==> src/crp_pkg.sv <==
// ----------------------------------------------------------------------------
// crp_pkg: shared definitions for the chunked ring packetizer
// Command and status codes, queue word layout and default sizes.
// ----------------------------------------------------------------------------
package crp_pkg;

   localparam int DEF_RING_DEPTH   = 1024;
   localparam int DEF_CHUNK_BYTES  = 256;
   localparam int DEF_PACKET_BYTES = 32;
   localparam int DEF_OUT_DEPTH    = 256;

   localparam int CMD_W    = 2;
   localparam int BYTE_W   = 8;
   localparam int LEN_W    = 11;
   localparam int STATUS_W = 3;
   localparam int RCOUNT_W = 11;
   localparam int OCOUNT_W = 9;

   localparam int QUEUE_DEPTH = 2;

   localparam logic [CMD_W-1:0] CMD_ADD = 2'd0;
   localparam logic [CMD_W-1:0] CMD_TX  = 2'd1;
   localparam logic [CMD_W-1:0] CMD_DEQ = 2'd2;

   localparam logic [STATUS_W-1:0] ST_STORED   = 3'd0;
   localparam logic [STATUS_W-1:0] ST_OVERFLOW = 3'd1;
   localparam logic [STATUS_W-1:0] ST_DROPPED  = 3'd2;
   localparam logic [STATUS_W-1:0] ST_PACKET   = 3'd3;
   localparam logic [STATUS_W-1:0] ST_NONE     = 3'd4;

   typedef enum logic [1:0] {
      CLS_ADD  = 2'd0,
      CLS_TX   = 2'd1,
      CLS_DEQ  = 2'd2,
      CLS_NONE = 2'd3
   } cls_type;

   typedef struct packed {
      cls_type            cls;
      logic [BYTE_W-1:0]  data_byte;
      logic [LEN_W-1:0]   record_length;
      logic               first_of_record;
   } entry_type;

endpackage

==> src/crp_front.sv <==
// ----------------------------------------------------------------------------
// crp_front: input side of the packetizer
// Accepts request words, classifies the command and queues them.
// ----------------------------------------------------------------------------
module crp_front
   import crp_pkg::*;
(
   input  logic              clock,
   input  logic              reset,
   input  logic              req_valid,
   output logic              req_stall,
   input  logic [CMD_W-1:0]  req_command,
   input  logic [BYTE_W-1:0] req_data_byte,
   input  logic [LEN_W-1:0]  req_record_length,
   input  logic              req_first_of_record,
   output logic              q_valid,
   output entry_type         q_entry,
   input  logic              q_pop
);

   localparam int PW = (QUEUE_DEPTH > 1) ? $clog2(QUEUE_DEPTH) : 1;
   localparam int CW = $clog2(QUEUE_DEPTH + 1);

   entry_type        q_ff [QUEUE_DEPTH];
   logic [PW-1:0]    wr_ptr_ff, wr_ptr_in;
   logic [PW-1:0]    rd_ptr_ff, rd_ptr_in;
   logic [CW-1:0]    cnt_ff, cnt_in;
   logic             push;
   entry_type        new_entry;

   always_comb begin
      new_entry.data_byte       = req_data_byte;
      new_entry.record_length   = req_record_length;
      new_entry.first_of_record = req_first_of_record;
      case (req_command)
         CMD_ADD: new_entry.cls = CLS_ADD;
         CMD_TX:  new_entry.cls = CLS_TX;
         CMD_DEQ: new_entry.cls = CLS_DEQ;
         default: new_entry.cls = CLS_NONE;
      endcase
   end

   assign req_stall = (cnt_ff == CW'(QUEUE_DEPTH));
   assign push      = req_valid && !req_stall;
   assign q_valid   = (cnt_ff != '0);
   assign q_entry   = q_ff[rd_ptr_ff];

   always_comb begin
      wr_ptr_in = wr_ptr_ff;
      rd_ptr_in = rd_ptr_ff;
      cnt_in    = cnt_ff;
      if (push) begin
         wr_ptr_in = (wr_ptr_ff == PW'(QUEUE_DEPTH - 1)) ? '0 : wr_ptr_ff + PW'(1);
      end
      if (q_pop) begin
         rd_ptr_in = (rd_ptr_ff == PW'(QUEUE_DEPTH - 1)) ? '0 : rd_ptr_ff + PW'(1);
      end
      if (push && !q_pop) begin
         cnt_in = cnt_ff + CW'(1);
      end else if (!push && q_pop) begin
         cnt_in = cnt_ff - CW'(1);
      end
   end

   always_ff @(posedge clock) begin
      if (reset) begin
         wr_ptr_ff <= '0;
         rd_ptr_ff <= '0;
         cnt_ff    <= '0;
      end else begin
         wr_ptr_ff <= wr_ptr_in;
         rd_ptr_ff <= rd_ptr_in;
         cnt_ff    <= cnt_in;
      end
   end

   always_ff @(posedge clock) begin
      if (push) begin
         q_ff[wr_ptr_ff] <= new_entry;
      end
   end

endmodule

==> config.mk <==
export PLATFORM = sky130hd
export DESIGN_NAME = crp_front
export DESIGN_NICKNAME = d
export VERILOG_FILES = /design/src/crp_pkg.sv /design/src/crp_front.sv
export SDC_FILE = /design/constraint.sdc
export NUM_CORES = 1
export LEC_CHECK = 0
export BUFFER_PORTS_ARGS = -buffer_cell sky130_fd_sc_hd__buf_4
export CORE_MARGIN = 2
export CORE_UTILIZATION = 50
export CTS_CLUSTER_DIAMETER = 50
export DETAILED_ROUTE_END_ITERATION = 8
export MAX_ROUTING_LAYER = met4
export PLACE_DENSITY = 0.77
export SLEW_MARGIN = 25
export SYNTH_ARGS = -nofsm -noshare
export SYNTH_HDL_FRONTEND = slang
export SYNTH_SLANG_ARGS = --single-unit
export TNS_END_PERCENT = 30
==> constraint.sdc <==
create_clock -name clock -period 2.2 [get_ports clock]
set_input_delay 0.44 -clock clock [delete_from_list [all_inputs] [get_ports clock]]
set_output_delay 0.44 -clock clock [all_outputs]
set_load 0.01 [all_outputs]
==> impl_metrics.ini <==
[power_and_ir_drop]
leakage_nw = 0.897
total_power_mw = 1.91
irDropWorstVdd_uv = 517
power.density_nw_per_um2 = 829

[timing]
slew_violations = 0
worst_slew_pin_slew_ns = 0.378
finalSetupViolCount = 0
rsz0062_at_grt = false
fmax_ghz = 0.539
fin_skew_ns = 0.0180
relSlewSlack = 0.748
fin_crit_ns = 1.86
fin_crit_sh = 0.843
fin_tns_setup_ns = 0
hold_viol = 0

[drt]
first_pass_iters = 4
wl_um = 2920
vias = 972
drc_errors = 0
drt-vias-per-instance = 4.86
drtIter0Drc = 22
wl_per_cell_um = 14.6
antenna_left = 0

[floorplanning]
floorplan.core_area_um2 = 3390
start_util = 0.533
die_w_um = 64.1
fp.dieH_um = 64.1
dieArea_um2 = 4110
num_rows = 21
boundaryPins = 50

[worst_setup_path]
r2r-end = cnt_ff[1]$_SDFFE_PP0P_
crit_fanout = 13
cp.required_ns = 1.76
critPathCaptureType = output pin
start_kind = register
rr_worst_depth = 5
r2r_slack_ns = 0.67
arrival_ns = 1.42
path_class = reg -> out
timing.rr.start = cnt_ff[1]$_SDFFE_PP0P_

[final_layout]
final_layout_size_suffix_gt1_frac = 0.552
diodes = 0
nets = 180
layout_commonest_cell = buf_4
area_delta_synth_final_pct = 27.9
mostFrequentLayoutCells = buf_4 (55), edfxtp_1 (44), mux2_2 (22)
fillers = 232

[hold_path]
hold_path_depth = 1
min_to = q_ff[0][15]$_DFFE_PP_
hold_class = in -> reg
hp-start = req_data_byte[3]

[clock_tree]
ctsResizeCount = 0
cts_buffers = 5
cts.sinks = 49
clockBufferDepth = 2
worstSkewPairLatency_ns = 0.34
clock-root-buffer = clkbuf_4
hold_buffers = 0
clk_pin_slew_ns = 0.13
tritoncts = yes
cts_setup_buffers = 0
h-tree-depth = 2

[global_routing]
grt_pass1_vias = 984
grt_overflow_total = 0
grt_pass1_wl_um = 4670
grt_usage = 0.162
antenna_found_initial = 0
grt_max_degree = 15

[synthesis]
syn-cell-area_um2 = 1810
synth.area.top_cells = edfxtp_1 (73%), mux2_2 (14%), dfxtp_1 (5.5%)
ys_ff_latch = 49
yosysTopAreaCell = edfxtp_1
syn_area_per_cell_um2 = 19.0
synth_warnings = 0
synth_cell_types = 16
netlist_instances = 95
synth.top_cell.area_share = 0.732
synth_nets = 122
seq_area_frac_synth = 0.787

[run]
drv_cap = 0

[outcome]
status = completed

[placed_design]
dp_hpwl_um = 2170
io_buffers = 49
gp_congestion = 0.670
worst max-delay path by stage:
stage / slack [ns] / end / startpoint / depth (start not counted)
3_5_place_dp: 0.55 / q_ff[1][7]$_DFFE_PP_ / req_valid / 5
6_report: 0.34 / q_entry[6] / register / 3
5_1_grt: 0.26 / q_entry[16] / register / 3
4_1_cts: 0.32 / q_entry[1] / register / 3
3_3_place_gp: 0.58 / q_ff[1][20]$_DFFE_PP_ / req_valid / 5
2_1_floorplan: 0.54 / q_ff[0][0]$_DFFE_PP_ / req_valid / 3
cell type report:
class,count,area (um^2),area share
sequential,49,1420,0.616
timing repair buffer,55,413,0.179
multi-input combinational,39,355,0.154
tap,46,57.6,0.0249
clock buffer,7,45.0,0.0195
inverter,3,11.3,0.00488
clock inverter,1,5.00,0.00217
flip-flops by register name, indices dropped and copies added (netlist names), named ones only:
| register | flops |
|---|---|
| wr_ptr_ff | 1 |
| cnt_ff | 2 |
| rd_ptr_ff | 1 |
| q_ff | 44 |
cells in the mapped netlist, drive strengths merged:
cell type / count
a21oi: 2
and2: 1
buf: 2
clkbuf: 2
dfxtp: 5
edfxtp: 44
ha: 1
inv: 3
mux2: 22
nor2: 4
nor2b: 1
o21ai: 2
or2: 1
or3: 2
xnor2: 1
xor2: 2
where the power goes:
| group | switching (mW) | internal (mW) |
|---|---|---|
| registers | 0.0291 | 1.12 |
| logic | 0.182 | 0.212 |
| clock network | 0.243 | 0.125 |
cell families after synthesis:
logic type                 after synthesis  synth area share
buffers and inverters                    7            0.0159
xor gates and xnor gates                 3            0.0146
and+or+nand+nor                          9            0.0270
DFF                                     49             0.787
AOI/OAI and AO/OA                        4            0.0111
muxes                                   22             0.137
adders and majority gates                1           0.00693
through the flow:
step	setup WS, ns	hold WS, ns	std cells	utilization	cell area [um^2]
2_1_floorplan	0.536	0.452	95	-	1810
3_3_place_gp	0.578	0.471	192	0.666	2260
3_5_place_dp	0.555	0.481	192	0.666	2260
4_1_cts	0.322	0.257	200	0.681	2310
5_1_grt	0.255	0.238	200	0.681	2310
6_report	0.345	0.268	200	0.681	2310
routing by layer:
| layer | vias to the layer above | GRT usage | share of wire |
|---|---|---|---|
| li1 | 472 | - | - |
| met3 | 2 | 0.0581 | 0.054 |
| met5 | - | - | 0 |
| met2 | 30 | 0.260 | 0.53 |
| met1 | 468 | 0.193 | 0.41 |
| met4 | 0 | 0.0479 | 0.0075 |
worst max-delay path, cell delays in order, from the launching register on:
cell and delay, ns:
dfxtp_1 0.35, buf_4 0.22, mux2_2 0.37, buf_4 0.15
No activity file was read; power rests on OpenSTA's default activity.
